`config.mk`:
```
export PLATFORM = sky130hd
export DESIGN_NAME = dataflash_page_transfer_sequencer
export DESIGN_NICKNAME = d
export VERILOG_FILES = /design/src/rtl/core/dfps_pkg.sv /design/src/rtl/core/dataflash_page_transfer_sequencer.sv /design/src/rtl/core/dfps_seq.sv /design/src/rtl/core/dfps_res_buf.sv
export SDC_FILE = /design/constraint.sdc
export NUM_CORES = 1
export LEC_CHECK = 0
export CAP_MARGIN = 20
export CORE_MARGIN = 2
export CORE_UTILIZATION = 35
export CTS_CLUSTER_DIAMETER = 80
export DETAILED_ROUTE_END_ITERATION = 10
export DONT_BUFFER_PORTS = 1
export SLEW_MARGIN = 20
export SYNTH_ARGS = -nofsm -noshare
export SYNTH_HDL_FRONTEND = slang
export SYNTH_SLANG_ARGS = --single-unit
```
`constraint.sdc`:
```
create_clock -name clk -period 3.6 [get_ports clk]
set_input_delay 0.72 -clock clk [delete_from_list [all_inputs] [get_ports clk]]
set_output_delay 0.72 -clock clk [all_outputs]
set_load 0.01 [all_outputs]
```
`src/rtl/core/dfps_pkg.sv`:
```
// ----------------------------------------------------------------------------
// dfps_pkg: shared types and constants of the page transfer sequencer
// Request and result structs, action codes, flash opcodes and address setup.
// ----------------------------------------------------------------------------
`default_nettype none

package dfps_pkg;

  // Request actions.
  localparam logic [1:0] ACT_READ    = 2'd0;
  localparam logic [1:0] ACT_PROGRAM = 2'd1;
  localparam logic [1:0] ACT_XFER    = 2'd2;

  // Flash opcodes and status bits.
  localparam logic [7:0] OP_PROGRAM   = 8'h82;
  localparam logic [7:0] OP_READ      = 8'hD2;
  localparam logic [7:0] OP_STATUS    = 8'hD7;
  localparam logic [7:0] STATUS_READY = 8'h08;

  // Number of dummy bytes between the address and read data (0 to 8).
  localparam int DUMMY_BYTES = 4;
  // Number of page bits that reach the address (1 to 9; larger values keep all 9 bits).
  localparam int PAGE_BITS   = 9;

  localparam logic [8:0] PAGE_MASK =
    (PAGE_BITS >= 9) ? 9'h1FF : 9'((32'd1 << PAGE_BITS) - 32'd1);
  localparam logic [3:0] DUMMY_LAST = 4'(DUMMY_BYTES);

  typedef struct packed {
    logic [1:0] action;
    logic [8:0] page;
    logic [8:0] buffer_offset;
    logic [9:0] byte_count;
    logic [7:0] rx_byte;
    logic [7:0] wr_byte;
  } cmd_t;

  typedef struct packed {
    logic       tx_valid;
    logic [7:0] tx_byte;
    logic       frame_start;
    logic       frame_end;
    logic       rd_valid;
    logic [7:0] rd_data;
    logic       done_res;
    logic       rejected;
  } res_t;

endpackage

`default_nettype wire

```
`src/rtl/core/dataflash_page_transfer_sequencer.sv`:
```
// ----------------------------------------------------------------------------
// dataflash_page_transfer_sequencer: SPI page read and program sequencer
// Polls flash status, then sends opcode, address, dummy and data bytes.
// ----------------------------------------------------------------------------
// Every accepted request yields exactly one result. A start request (page
// read or page program) opens a status poll frame; each later request reports
// one finished byte exchange and the result says what the SPI shifter does
// next: the byte to send, chip select framing, a read data byte, or the end
// of the transfer. A start while a transfer runs comes back with rejected set
// and changes nothing. The block takes one request per clock unless the input
// stalls: a request is held in the input register, the state update and
// result are computed from it and written to a two-entry result buffer, so a
// result passes through the input register and the result buffer before it
// reaches the output. The input stalls only when the result buffer is full
// and the input register is occupied.
// ----------------------------------------------------------------------------
`default_nettype none

module dataflash_page_transfer_sequencer
  import dfps_pkg::*;
(
  input  wire logic clk,
  input  wire logic rst,
  input  wire logic cmd_valid,
  output logic      cmd_stall,
  input  wire cmd_t cmd,
  output logic      res_valid,
  input  wire logic res_stall,
  output res_t      res
);

  // Input register.
  cmd_t  item;
  logic  item_valid;
  logic  space;
  logic  advance;
  logic  accept;
  res_t  step_res;

  // The held request moves on whenever the result buffer has a free slot.
  assign advance   = item_valid && space;
  assign cmd_stall = item_valid && !space;
  assign accept    = cmd_valid && !cmd_stall;

  always_ff @(posedge clk) begin
    if (rst) begin
      item_valid <= 1'b0;
    end else if (accept) begin
      item_valid <= 1'b1;
    end else if (advance) begin
      item_valid <= 1'b0;
    end
  end

  always_ff @(posedge clk) begin
    if (accept) begin
      item <= cmd;
    end
  end

  // Transfer state and the step logic.
  dfps_seq u_seq (
    .clk    (clk),
    .rst    (rst),
    .step   (advance),
    .item   (item),
    .result (step_res)
  );

  // Results are registered here and held while the receiver stalls.
  dfps_res_buf u_res_buf (
    .clk       (clk),
    .rst       (rst),
    .push      (advance),
    .push_data (step_res),
    .space     (space),
    .res_valid (res_valid),
    .res_stall (res_stall),
    .res       (res)
  );

endmodule

`default_nettype wire

```
`src/rtl/core/dfps_seq.sv`:
```
// ----------------------------------------------------------------------------
// dfps_seq: transfer state and one-step update logic
// Holds the transfer state and computes the result of one request.
// ----------------------------------------------------------------------------
`default_nettype none

module dfps_seq
  import dfps_pkg::*;
(
  input  wire logic clk,
  input  wire logic rst,
  input  wire logic step,
  input  wire cmd_t item,
  output res_t      result
);

  typedef enum logic [2:0] {
    PH_IDLE      = 3'd0,
    PH_POLL_CMD  = 3'd1,
    PH_POLL_STAT = 3'd2,
    PH_ADDR      = 3'd3,
    PH_DUMMY     = 3'd4,
    PH_DATA      = 3'd5
  } phase_t;

  phase_t      phase, phase_next;
  logic        is_write, is_write_next;
  logic [8:0]  page_reg, page_reg_next;
  logic [8:0]  offset_reg, offset_reg_next;
  logic [9:0]  bytes_left, bytes_left_next;
  logic [2:0]  step_index, step_index_next;

  logic        busy;
  logic [23:0] addr;
  logic [9:0]  data_left;
  logic        enter_data;

  assign busy = (phase != PH_IDLE);
  assign addr = {6'd0, page_reg & PAGE_MASK, offset_reg};

  always_comb begin
    result          = '0;
    phase_next      = phase;
    is_write_next   = is_write;
    page_reg_next   = page_reg;
    offset_reg_next = offset_reg;
    bytes_left_next = bytes_left;
    step_index_next = step_index;
    enter_data      = 1'b0;
    data_left       = bytes_left;

    if (item.action == ACT_READ || item.action == ACT_PROGRAM) begin
      if (busy) begin
        result.rejected = 1'b1;
      end else begin
        is_write_next      = item.action[0];
        page_reg_next      = item.page;
        offset_reg_next    = item.buffer_offset;
        bytes_left_next    = item.byte_count;
        step_index_next    = 3'd0;
        phase_next         = PH_POLL_CMD;
        result.tx_valid    = 1'b1;
        result.tx_byte     = OP_STATUS;
        result.frame_start = 1'b1;
      end
    end else if (item.action == ACT_XFER && busy) begin
      unique case (phase)
        PH_IDLE: begin
        end
        PH_POLL_CMD: begin
          result.tx_valid = 1'b1;
          phase_next      = PH_POLL_STAT;
        end
        PH_POLL_STAT: begin
          result.frame_end   = 1'b1;
          result.tx_valid    = 1'b1;
          result.frame_start = 1'b1;
          if ((item.rx_byte & STATUS_READY) != 8'd0) begin
            result.tx_byte  = is_write ? OP_PROGRAM : OP_READ;
            phase_next      = PH_ADDR;
            step_index_next = 3'd0;
          end else begin
            result.tx_byte = OP_STATUS;
            phase_next     = PH_POLL_CMD;
          end
        end
        PH_ADDR: begin
          if (step_index < 3'd3) begin
            step_index_next = step_index + 3'd1;
            result.tx_valid = 1'b1;
            unique case (step_index)
              3'd0:    result.tx_byte = addr[23:16];
              3'd1:    result.tx_byte = addr[15:8];
              default: result.tx_byte = addr[7:0];
            endcase
          end else begin
            step_index_next = 3'd0;
            if (!is_write && DUMMY_BYTES > 0) begin
              result.tx_valid = 1'b1;
              phase_next      = PH_DUMMY;
            end else begin
              enter_data = 1'b1;
            end
          end
        end
        PH_DUMMY: begin
          if (({1'b0, step_index} + 4'd1) < DUMMY_LAST) begin
            step_index_next = step_index + 3'd1;
            result.tx_valid = 1'b1;
          end else begin
            step_index_next = 3'd0;
            enter_data      = 1'b1;
          end
        end
        PH_DATA: begin
          if (!is_write) begin
            result.rd_valid = 1'b1;
            result.rd_data  = item.rx_byte;
          end
          data_left       = bytes_left - 10'd1;
          bytes_left_next = data_left;
          enter_data      = 1'b1;
        end
        default: begin
        end
      endcase

      // Either another data exchange or the close of the frame.
      if (enter_data) begin
        if (data_left == 10'd0) begin
          result.frame_end = 1'b1;
          result.done_res  = 1'b1;
          phase_next       = PH_IDLE;
          step_index_next  = 3'd0;
        end else begin
          result.tx_valid = 1'b1;
          result.tx_byte  = is_write ? item.wr_byte : 8'd0;
          phase_next      = PH_DATA;
        end
      end
    end
  end

  always_ff @(posedge clk) begin
    if (rst) begin
      phase      <= PH_IDLE;
      is_write   <= 1'b0;
      page_reg   <= 9'd0;
      offset_reg <= 9'd0;
      bytes_left <= 10'd0;
      step_index <= 3'd0;
    end else if (step) begin
      phase      <= phase_next;
      is_write   <= is_write_next;
      page_reg   <= page_reg_next;
      offset_reg <= offset_reg_next;
      bytes_left <= bytes_left_next;
      step_index <= step_index_next;
    end
  end

endmodule

`default_nettype wire

```
`src/rtl/core/dfps_res_buf.sv`:
```
// ----------------------------------------------------------------------------
// dfps_res_buf: two-entry result buffer
// Registers results and holds them while the receiver stalls.
// ----------------------------------------------------------------------------
`default_nettype none

module dfps_res_buf
  import dfps_pkg::*;
(
  input  wire logic clk,
  input  wire logic rst,
  input  wire logic push,
  input  wire res_t push_data,
  output logic      space,
  output logic      res_valid,
  input  wire logic res_stall,
  output res_t      res
);

  res_t       slot0, slot1;
  logic       wr_ptr, rd_ptr;
  logic [1:0] count;
  logic       pop;

  assign space     = (count != 2'd2);
  assign res_valid = (count != 2'd0);
  assign pop       = res_valid && !res_stall;
  assign res       = rd_ptr ? slot1 : slot0;

  always_ff @(posedge clk) begin
    if (push && !wr_ptr) begin
      slot0 <= push_data;
    end
    if (push && wr_ptr) begin
      slot1 <= push_data;
    end
  end

  always_ff @(posedge clk) begin
    if (rst) begin
      wr_ptr <= 1'b0;
      rd_ptr <= 1'b0;
      count  <= 2'd0;
    end else begin
      if (push) begin
        wr_ptr <= !wr_ptr;
      end
      if (pop) begin
        rd_ptr <= !rd_ptr;
      end
      count <= count + {1'b0, push} - {1'b0, pop};
    end
  end

endmodule

`default_nettype wire

```
Word-level counts from Yosys, hierarchy flattened
Cells that the tools add are included. W data, S select, Z words.

Register bits after elaboration: 130. Input port bits: 50. Output and inout port bits: 24. Word-level logic and storage cells: 134.

Add/sub/neg operators: 5. Order comparisons: 2. Eq/ne operators: 12. Multiplexer cells: 57. Bitwise operators: 1. Reduce and logical (&&, ||, !) cells: 25.

Operators with widths (number): $mux W10 (7); $mux W3 (15); $mux W9 (4); $pmux W8 S2 (2); $mux W8 (3); $mux W22 (1); $mux W21 (1); $pmux W3 S3 (2); $mux W1 (16); $mux W11 (1); $logic_not A10 Y1 (1); $sub A10 B1 Y10 const B (1); $logic_and A1 B1 Y1 (7); $mux W7 (1); $eq A3 B1 Y1 const B (2); $eq A3 B2 Y1 const B (2); $eq A3 B3 Y1 const B (2); $pmux W1 S3 (2); $reduce_and A3 Y1 (2); $reduce_and A6 Y1 (1); $reduce_bool A2 Y1 (3); $logic_not A1 Y1 (5); $reduce_bool A5 Y1 (1); $add A3 B1 Y4 const B (1); 17 further kinds (19).

Longest topological paths before layout
Gate-level depths: netlist (run 1).

Depth after elaboration: 9. Depth in mapped cells: 9. Mapped depth without buffers: 8.

Hierarchy
From an unflattened synthesis (run 1), not the netlist that was laid out.

Cell total of the unflattened synthesis: 451. Area, all modules: 5612.9 µm².

Modules (own cells, without submodules): dfps_seq (times used 1, cells each 310, area each 2274.7 µm²); dfps_res_buf (times used 1, cells each 90, area each 1900.6 µm²); dataflash_page_transfer_sequencer (times used 1, cells each 51, area each 1437.6 µm²).

Least setup slack after synthesis (run 1)
No wires, ideal clock.

Kind: input -> register. Start: input cmd_valid. End: register, netlist name item[0]. Setup time: 0.455 ns. Arrival: 2.766 ns. Data required time: 3.145 ns. Path slack: 0.380 ns. Stages: 1. Path buffers: 0. Cell sequence: nor2b_1.

Cells in the longest elaborated chain, start to end: 1.

RTL lines: start: declaration (line dataflash_page_transfer_sequencer.sv:24) `input wire logic cmd_valid,`; $logic_and A1 B1 Y1 (line dataflash_page_transfer_sequencer.sv:43) `assign accept = cmd_valid && !cmd_stall;`.

Every way passes these cells. A chain may end at the register's enable or synchronous reset.

==> run_results.csv, run 1 <==
group,metric,value,unit
floorplanning,core-area,15800,um^2
global_route,grt_pass1_vias,3622,
clock_tree,cts_post_setup_buffers_inserted,0,
yosys,ys_ff_latch,130,
clock_tree,clkSinkCount,130,
cells_and_area,biggestRegsByFlops,"item (46), u_res_buf.slot0 (22), u_res_buf.slot1 (22)",
pwr,peakVddDrop,0.323,mV
floorplanning,io-pin-count,74,
global_route,grt_first_pass_wirelength,18700,um
clock_tree,cts_tree,"built",
placed_design,postPlaceCellArea,5820,um^2
pwr,total_leakage_power,2.09,nW
cells_and_area,n_fill_cell,1535,
yosys,synth_area,5600,um^2
clock_tree,cts_max_level,4,
floorplanning,fp.dieW,130,um
floorplanning,die_y,130,um
timing,hold_viol,0,
clock_tree,clock_latency,0.43,ns
routing,wirelength,11900,um
timing,post-route-period-util,72.6,%
flow_run,drv_cap,0,
critical_path,cp_max_fo,23,
clock_tree,cts_resized,0,
critical_path,slowest_delay,1.00,ns
timing,max_clock_freq,0.383,GHz
routing,drt_pass1_iterations,4,
cells_and_area,final_common_cell,"edfxtp_1",
critical_path,crit_family,"flip-flops",
timing,final.setup.tns,0,ns
critical_path,critPathRequiredTime,2.88,ns
clock_tree,root_buffer,"clkbuf_16",
cells_and_area,drive_gt1_share,15.0,%
critical_path,cp_slowest_cell,"dfxtp_1",
global_route,grt_max_degree,42,
cells_and_area,mostFrequentLayoutCells,"edfxtp_1 (90), nand2_1 (70), a21oi_1 (42)",
timing,period_needed,2.61,ns
pwr,p_seq_share,47.0,%
floorplanning,die_area,17000,um^2
worst_hold_path,min_path_type,"primary input to flip-flop",
routing,vias_per_cell,5.16,
routing,routedWlPerCell,16.8,um
placed_design,portBuffers,0,
global_route,overflow,0,
critical_path,path_buf_inv,0,
routing,drtIter0Drc,208,
yosys,synth_cells,479,
critical_path,path_cells,"mux2_2",
critical_path,critPathKind,"flip-flop to output pin",
cells_and_area,largest-register,"item",
global_route,globalRouteTotalUtil,14.6,%
floorplanning,rows,46,
pwr,comb_power_share,11.1,%
critical_path,crit_path_start_kind,"flip-flop",
cells_and_area,fin_nets,536,
yosys,postSynthAreaPerCell,11.7,um^2
outcome,status,"finished clean",
clock_tree,cts_buffer_depth,2,
timing,maxSlewViolCount,0,
timing,setup_viol,0,
cells_and_area,syn_to_final_growth,14.2,%
clock_tree,cts_buffers,17,
cells_and_area,largest_reg_flops,46,
yosys,synth_nets,535,
timing,grt_setup_unrepaired,"no",
yosys,ys_warn_count,0,
routing,drt_drc_violations_left,0,
yosys,synth.distinct_cells,62,
timing,max-slew-margin-rel,31.3,%
pwr,p_int,0.00286,W
yosys,ys_seq_area_share,62.6,%
routing,antenna_left,0,
clock_tree,hold_buffers,0,
placed_design,dp_hpwl,8150,um
pwr,power_density,605,nW/um^2
clock_tree,clk_pin_slew,0.06,ns
critical_path,cp-end-kind,"output pin",
pwr,p_switching,0.00101,W
yosys,synth_flop_cell,"edfxtp_1",
cells_and_area,post-route-util,40.5,%
pwr,swShare,26.0,%
placed_design,routabilityCongestion,0.815,
routing,vias,3658,
timing,skew,0.0142,ns
yosys,synth_edf_count,90,
yosys,async_flop_share,0,%
pwr,pwr-share-clk,41.9,%
cells_and_area,stdcell_area,6390,um^2
critical_path,crit_arrival,1.89,ns
floorplanning,initial_core_util,35.5,%
global_route,antenna_found_initial,0,
cells_and_area,antenna_cells,0,
timing,worstMarginPinSlew,1.03,ns
==> per-layer routing <==
metal / wire [um] / global-route usage, %
met5: 0 / 0
met4: 276 / 6.82
met3: 580 / 4.23
met2: 5410 / 22.4
met1: 5610 / 19.3
==> worst register-to-register path, delay by kind of cell (launching register included) <==
| family | cells | cell delay [ns] |
|---|---|---|
| AO/OA/AOI/OAI | 3 | 0.72 |
| buffers and inverters | 2 | 0.58 |
| flip-flops | 1 | 0.79 |
| AND/OR/NAND/NOR | 2 | 0.40 |
==> cell type report <==
type	instances	area, um^2	area share [%]
clock inverters	14	129	2.02
flip-flops and latches	130	3500	54.8
multi-input cells	314	1960	30.7
repair buffers	6	57.6	0.901
inverters	11	41.3	0.646
well taps	216	270	4.23
clock buffers	18	429	6.72
==> power groups by stage <==
stage	registers (W)	clock network, W	logic (W)
finish	0.00182	0.00162	0.000430
global route	0.00183	0.00171	0.000473
CTS	0.00182	0.00164	0.000435
detailed placement	0.00185	0	0.000431
global placement	0.00185	0	0.000427
floorplan	0.00179	0	0.000377
==> final timing paths <==
path	cells past startpoint	startpoint	to	slack [ns]
setup / recovery	1	u_res_buf.rd_ptr	res[20]	0.99
hold reg to reg	2	u_seq.page_reg[8]	u_seq.page_reg[8]	0.45
setup reg to reg	7	item[45]	u_seq.phase[2]	1.03
hold / removal	1	rst	u_seq.offset_reg[0]	0.37
==> cell families (layout without fill, tap and decap cells) <==
logic type / after synthesis / in the layout / synth area share (%)
multiplexers: 23 / 23 / 4.61
adder cells (fa/ha/maj): 6 / 6 / 1.34
buffers and inverters: 35 / 49 / 2.68
AO/OA/AOI/OAI: 117 / 117 / 13.8
flip-flops: 130 / 130 / 62.6
AND/OR/NAND/NOR: 164 / 164 / 14.3
XOR/XNOR: 4 / 4 / 0.626
==> stage by stage <==
| step | hold slack, ns | power, W | instances | setup WS [ns] |
|---|---|---|---|---|
| CTS | 0.352 | 0.00390 | 709 | 0.921 |
| floorplan | 0.436 | 0.00217 | 479 | 0.380 |
| detailed placement | 0.446 | 0.00228 | 677 | 1.08 |
| global route | 0.344 | 0.00401 | 709 | 0.759 |
| finish | 0.366 | 0.00387 | 709 | 0.988 |
| global placement | 0.438 | 0.00227 | 677 | 1.08 |
==> cells in the mapped netlist, types with 3 or more instances <==
library cell / instances / area, um^2
a211oi_1: 8 / 60.1
a21oi_1: 42 / 210
a22oi_1: 9 / 67.6
a41oi_1: 4 / 35.0
and2_1: 9 / 56.3
buf_1: 3 / 11.3
buf_2: 6 / 30.0
clkbuf_1: 13 / 48.8
dfxtp_1: 40 / 801
edfxtp_1: 90 / 2700
ha_1: 6 / 75.1
inv_1: 11 / 41.3
mux2_2: 22 / 248
nand2_1: 70 / 263
nand2b_1: 7 / 43.8
nand3_1: 7 / 35.0
nand3b_1: 3 / 22.5
nor2_1: 32 / 120
nor2b_1: 6 / 37.5
nor3_1: 8 / 40.0
nor4b_1: 4 / 35.0
o21ai_0: 17 / 85.1
o21bai_1: 4 / 30.0
o22ai_1: 6 / 37.5
o32ai_1: 4 / 35.0
xnor2_1: 3 / 26.3
Note: power is estimated with default switching activity, not from simulation.
==> run 2: changes to the inputs <==
==> constraint.sdc (replaced) <==
create_clock -name clk -period 2.2 [get_ports clk]
set_input_delay 0.44 -clock clk [delete_from_list [all_inputs] [get_ports clk]]
set_output_delay 0.44 -clock clk [all_outputs]
set_load 0.01 [all_outputs]
==> run_results.csv, run 2 (synthesized netlist as in run 1, its figures left out) <==
group,metric,value,unit
floorplanning,die_area,17000,um^2
cells_and_area,stdcell_area,6730,um^2
global_route,grt_pass1_vias,3774,
placed_design,portBuffers,0,
clock_tree,cts_buffer_depth,2,
timing,grt_setup_unrepaired,"yes",
pwr,total_leakage_power,2.28,nW
clock_tree,cts_max_level,4,
floorplanning,fp.dieW,130,um
global_route,grt_first_pass_wirelength,19100,um
cells_and_area,final_common_cell,"edfxtp_1",
timing,holdWs,0.0798,ns
routing,antenna_left,0,
clock_tree,hold_buffers,0,
cells_and_area,syn_to_final_growth,20.3,%
critical_path,critPathKind,"flip-flop to flip-flop",
critical_path,crit_path_start_kind,"flip-flop",
pwr,power_density,1000,nW/um^2
critical_path,reg2reg_depth,8,
placed_design,postPlaceCellArea,6030,um^2
cells_and_area,mostFrequentLayoutCells,"edfxtp_1 (90), nand2_1 (70), a21oi_1 (42)",
clock_tree,clock_latency,0.42,ns
pwr,peakVddDrop,0.509,mV
routing,drt_drc_violations_left,0,
routing,vias_per_cell,5.18,
cells_and_area,multi_input_area,2020,um^2
cells_and_area,n_fill_cell,1513,
outcome,status,"finished clean",
timing,period_needed,2.13,ns
placed_design,dp_hpwl,8640,um
critical_path,r2r_slack,0.07,ns
critical_path,crit_end,"u_res_buf.slot1[11]",
timing,post-route-period-util,96.9,%
critical_path,worstReg2RegStart,"u_seq.bytes_left[1]",
timing,hold_viol,0,
critical_path,cp_max_fo,6,
cells_and_area,fin_nets,565,
critical_path,r2r-end,"u_res_buf.slot1[11]",
clock_tree,clkSinkCount,130,
timing,skew,0.00601,ns
routing,routedWlPerCell,16.5,um
routing,vias,3824,
clock_tree,cts_post_setup_buffers_inserted,0,
timing,final.setup.tns,0,ns
cells_and_area,antenna_cells,0,
flow_run,drv_cap,0,
floorplanning,initial_core_util,35.5,%
cells_and_area,post-route-util,42.7,%
clock_tree,cts_tree,"built",
placed_design,routabilityCongestion,0.844,
routing,wirelength,12200,um
routing,drt_pass1_iterations,4,
global_route,globalRouteTotalUtil,15.1,%
placed_design,dpl.cell_count,706,
cells_and_area,largest_reg_flops,46,
cells_and_area,biggestRegsByFlops,"item (46), u_res_buf.slot0 (22), u_res_buf.slot1 (22)",
floorplanning,core-area,15800,um^2
global_route,overflow,0,
timing,max-slew-margin-rel,28.7,%
global_route,antenna_found_initial,0,
clock_tree,clk_pin_slew,0.06,ns
floorplanning,io-pin-count,74,
critical_path,cp-end-kind,"flip-flop",
timing,worstMarginPinSlew,1.06,ns
cells_and_area,ff_latch_area,3510,um^2
critical_path,critPathRequiredTime,2.48,ns
global_route,grt_max_degree,42,
critical_path,crit_arrival,2.41,ns
worst_hold_path,min_path_type,"primary input to flip-flop",
floorplanning,die_y,130,um
floorplanning,rows,46,
cells_and_area,final_cells,738,
cells_and_area,drive_gt1_share,21.5,%
routing,drtIter0Drc,174,
timing,setup_viol,0,
timing,maxSlewViolCount,0,
timing,max_clock_freq,0.469,GHz
critical_path,critPathLaunch,"u_seq.bytes_left[1]",
clock_tree,root_buffer,"clkbuf_16",
cells_and_area,largest-register,"item",
clock_tree,cts_buffers,17,
[run 2: routing by layer]
layer | routed length (um) | up-vias | GRT usage [%] | part of all wire [%]
met2 | 5600 | 107 | 23.3 | 46
met3 | 670 | 27 | 4.85 | 5.5
met1 | 5570 | 1854 | 19.3 | 46
met5 | 0 | - | 0 | 0
li1 | - | 1836 | - | -
met4 | 331 | 0 | 7.13 | 2.7
[run 2: repair_timing]
action,in CTS,in global routing
resized for setup,10,5
endpoints found under the setup margin,4,26
pin swaps,6,4
[run 2: cell type report]
type                            count  share of cell area (%)
Clock buffer                       18                    6.38
Clock inverter                     14                    2.97
Inverter                           11                   0.613
Multi-Input combinational cell    314                    30.0
Sequential cell                   130                    52.1
Tap cell                          216                    4.01
Timing Repair Buffer               35                    3.90
[run 2: report_power, final]
part / leakage (nW) / switching (W) / internal [W]
clock network: 0.298 / 0.00107 / 0.00191
logic: 0.793 / 0.000505 / 0.000348
registers: 1.18 / 0.0000793 / 0.00282
[run 2: worst min path at each step]
stage                   startpoint  slack, ns  cells past startpoint             endpoint
2_1_floorplan    u_seq.page_reg[1]       0.44                      2    u_seq.page_reg[1]
3_3_place_gp     u_seq.page_reg[6]       0.44                      2    u_seq.page_reg[6]
3_5_place_dp   u_seq.offset_reg[8]       0.44                      2  u_seq.offset_reg[8]
4_1_cts                        rst       0.06                      1    u_seq.page_reg[7]
5_1_grt                        rst       0.06                      1    u_seq.page_reg[8]
6_report                       rst       0.08                      1    u_seq.page_reg[0]
[run 2: per-stage QoR]
step	worst slack (ns)	power, W
floorplan	0.0105	0.00355
global placement	0.0108	0.00376
detailed placement	0.00437	0.00378
CTS	-0.0111	0.00680
global route	-0.0293	0.00700
finish	0.0679	0.00674
[run 2: worst max-delay path, cell delays in order, from the launching register on]
cell	delay, ns
dfxtp_2	0.32
inv_2	0.06
ha_4	0.14
or4b_4	0.47
o32ai_4	0.11
o311ai_2	0.15
a211o_4	0.34
a21oi_4	0.21
a22o_1	0.18
==> run 3: changes to the inputs <==
--- a/config.mk
+++ b/config.mk
@@ -5,12 +5,14 @@
 export SDC_FILE = /design/constraint.sdc
 export NUM_CORES = 1
 export LEC_CHECK = 0
+export ABC_AREA = 1
 export CAP_MARGIN = 20
 export CORE_MARGIN = 2
 export CORE_UTILIZATION = 35
 export CTS_CLUSTER_DIAMETER = 80
 export DETAILED_ROUTE_END_ITERATION = 10
 export DONT_BUFFER_PORTS = 1
+export SKIP_LAST_GASP = 1
 export SLEW_MARGIN = 20
 export SYNTH_ARGS = -nofsm -noshare
 export SYNTH_HDL_FRONTEND = slang
==> run_results.csv, run 3 <==
group,metric,value,unit
outcome,status,"finished clean",
placed_design,dp_hpwl,8330,um
timing,max_clock_freq,0.487,GHz
worst_hold_path,min_path_type,"primary input to flip-flop",
floorplanning,io-pin-count,74,
clock_tree,cts_buffers,17,
yosys,ys_ff_latch,130,
timing,skew,0.00621,ns
routing,routedWlPerCell,14.0,um
critical_path,cp-end-kind,"flip-flop",
floorplanning,die_y,131,um
critical_path,reg2reg_depth,7,
critical_path,critPathRequiredTime,2.43,ns
timing,period_needed,2.06,ns
global_route,grt_pass1_vias,4020,
timing,max-slew-margin-rel,51.2,%
yosys,synth_edf_count,90,
yosys,synth_area,5650,um^2
cells_and_area,syn_to_final_growth,17.8,%
pwr,peakVddDrop,0.646,mV
yosys,synth.most_common_cell,"nand2_1",
routing,antenna_left,0,
timing,holdWs,0.0839,ns
yosys,yosys-top-cells-count,"nand2_1 (171), edfxtp_1 (90), nor2_1 (76)",
yosys,ys_seq_area_share,62.0,%
global_route,antenna_found_initial,0,
yosys,ys_warn_count,0,
clock_tree,cts_max_level,4,
pwr,power.total,0.00713,W
worst_hold_path,min_delay_path_depth,1,
global_route,grt_first_pass_wirelength,19200,um
pwr,p_seq_share,42.5,%
clock_tree,clk_pin_slew,0.06,ns
pwr,total_leakage_power,2.73,nW
global_route,overflow,0,
yosys,synth_top_area_cell,"edfxtp_1",
clock_tree,clkSinkCount,130,
cells_and_area,n_fill_cell,1513,
cells_and_area,largest_reg_flops,46,
cells_and_area,drive_gt1_share,13.1,%
critical_path,cpMostUsedCell,"nand3_1",
routing,highest_layer,"met4",
routing,drt_drc_violations_left,0,
cells_and_area,largest-register,"item",
cells_and_area,final_common_cell,"nand2_1",
cells_and_area,antenna_cells,0,
routing,met1_length,5630,um
yosys,async_flop_share,0,%
critical_path,crit_arrival,2.29,ns
floorplanning,fp.dieW,131,um
yosys,synth.top_cell.area_share,47.9,%
placed_design,routabilityCongestion,0.894,
pwr,pwr-share-clk,41.2,%
pwr,p_switching,0.00203,W
clock_tree,cts_tree,"built",
floorplanning,rows,46,
critical_path,critPathKind,"flip-flop to flip-flop",
routing,dr_wl_met3,591,um
timing,grt_setup_unrepaired,"no",
timing,maxSlewViolCount,0,
clock_tree,cts_buffer_depth,2,
yosys,synth_nets,658,
pwr,swShare,28.5,%
routing,vias,4045,
critical_path,worstReg2RegStart,"u_seq.phase[0]",
floorplanning,initial_core_util,35.7,%
cells_and_area,fin_nets,676,
critical_path,crit_path_start_kind,"flip-flop",
routing,met2_length,5490,um
pwr,comb_power_share,16.2,%
routing,wirelength,11900,um
critical_path,cp_slowest_cell,"dfxtp_1",
timing,hold_viol,0,
pwr,power_density,1070,nW/um^2
flow_run,drv_cap,0,
timing,worstMarginPinSlew,0.731,ns
clock_tree,clock_latency,0.41,ns
clock_tree,root_buffer,"clkbuf_16",
global_route,grt_max_degree,47,
pwr,p_int,0.00510,W
global_route,globalRouteTotalUtil,14.8,%
yosys,synth_flop_cell,"edfxtp_1",
floorplanning,core-area,15800,um^2
critical_path,path_cells,"buf_4, inv_2, nor3_2, nand3_1, nand3_1, nand3_1, a21oi_1",
placed_design,pre_cts_ws,0.0603,ns
routing,drtIter0Drc,193,
yosys,yosys-top-cells-area,"edfxtp_1 (48%), dfxtp_1 (14%), nand2_1 (11%), nor2_1 (5.1%), nand3_1 (4.4%)",
critical_path,critPathLaunch,"u_seq.phase[0]",
cells_and_area,biggestRegsByFlops,"item (46), u_res_buf.slot0 (22), u_res_buf.slot1 (22)",
critical_path,slowest_delay,0.40,ns
critical_path,cp_max_fo,5,
timing,setup_viol,0,
yosys,synth_cells,602,
cells_and_area,mostFrequentLayoutCells,"nand2_1 (171), edfxtp_1 (90), nor2_1 (73)",
timing,worst_slack,0.145,ns
floorplanning,die_area,17200,um^2
worst_hold_path,min_from,"rst",
timing,final.setup.tns,0,ns
routing,vias_per_cell,4.76,
yosys,postSynthAreaPerCell,9.38,um^2
timing,post-route-period-util,93.4,%
yosys,synth.distinct_cells,31,
placed_design,portBuffers,0,
routing,drt_pass1_iterations,6,
-- run 3: cell count changes in the layout (fill, tap and decap cells not counted), sizes merged, moves of 10 or more --
| cell | delta |
|---|---|
| inv | +37 |
| and2 | -10 |
| mux2 | -22 |
| nand2 | +103 |
| nor2 | +52 |
| o21ai | +16 |
| buf | -16 |
| nand3 | +43 |
-- run 3: repair_timing --
item | 4_1_cts | 5_1_grt
gates resized for setup | 0 | 7
endpoints found under the hold margin | 0 | 0
buffers inserted | 0 | 0
setup endpoints to repair | 0 | 33
hold buffers | 0 | 0
-- run 3: power groups by stage --
stage | logic (W) | clock network, W | registers [W]
6_report | 0.00116 | 0.00294 | 0.00303
5_1_grt | 0.00132 | 0.00311 | 0.00306
4_1_cts | 0.00115 | 0.00300 | 0.00303
3_5_place_dp | 0.00115 | 0 | 0.00308
3_3_place_gp | 0.00112 | 0 | 0.00308
2_1_floorplan | 0.000860 | 0 | 0.00305
-- run 3: cell families (layout without fill, tap and decap cells) --
| family | count (synthesis) | count (layout) | share of synthesized area [%] |
|---|---|---|---|
| DFF | 130 | 130 | 62.0 |
| buffers and inverters | 71 | 102 | 5.23 |
| xor gates and xnor gates | 3 | 3 | 0.465 |
| adders and majority gates | 6 | 6 | 1.33 |
| AOI/OAI and AO/OA | 78 | 78 | 7.95 |
| and+or+nand+nor | 314 | 314 | 23.0 |
-- run 3: stage by stage --
step	cell area, um^2	cells	utilization, %
after floorplan	5650	602	-
after global placement	5990	817	37.8
after detailed placement	5990	817	37.8
after CTS	6620	849	41.8
after global routing	6650	849	42.0
final	6650	849	42.0
-- run 3: path summary, 6_finish.rpt --
check / endpoint / slack, ns
setup / recovery: u_res_buf.slot1[11] / 0.14
hold / removal: u_seq.bytes_left[7] / 0.08
setup reg to reg: u_res_buf.slot1[11] / 0.14
hold reg to reg: u_res_buf.count[1] / 0.46
-- run 3: cell type report --
class | count | area [um^2] | share of cell area [%]
clock inverter | 14 | 175 | 2.63
sequential | 130 | 3500 | 52.7
clock buffer | 18 | 450 | 6.77
multi-input combinational | 401 | 1890 | 28.5
tap | 216 | 270 | 4.06
inverter | 51 | 191 | 2.88
timing repair buffer | 19 | 168 | 2.52
-- run 3: critical path: cells and delay by family, from the launching register on --
family	cells	cell delay [ns]
AND/OR/NAND/NOR	4	0.95
flip-flops	1	0.40
buffers and inverters	2	0.21
AO/OA/AOI/OAI	1	0.29
-- run 3: per-layer routing --
metal | up-vias | track usage (%)
met5 | - | 0
met4 | 0 | 6.20
met3 | 17 | 4.68
met2 | 115 | 23.8
met1 | 1863 | 18.5
li1 | 2050 | -
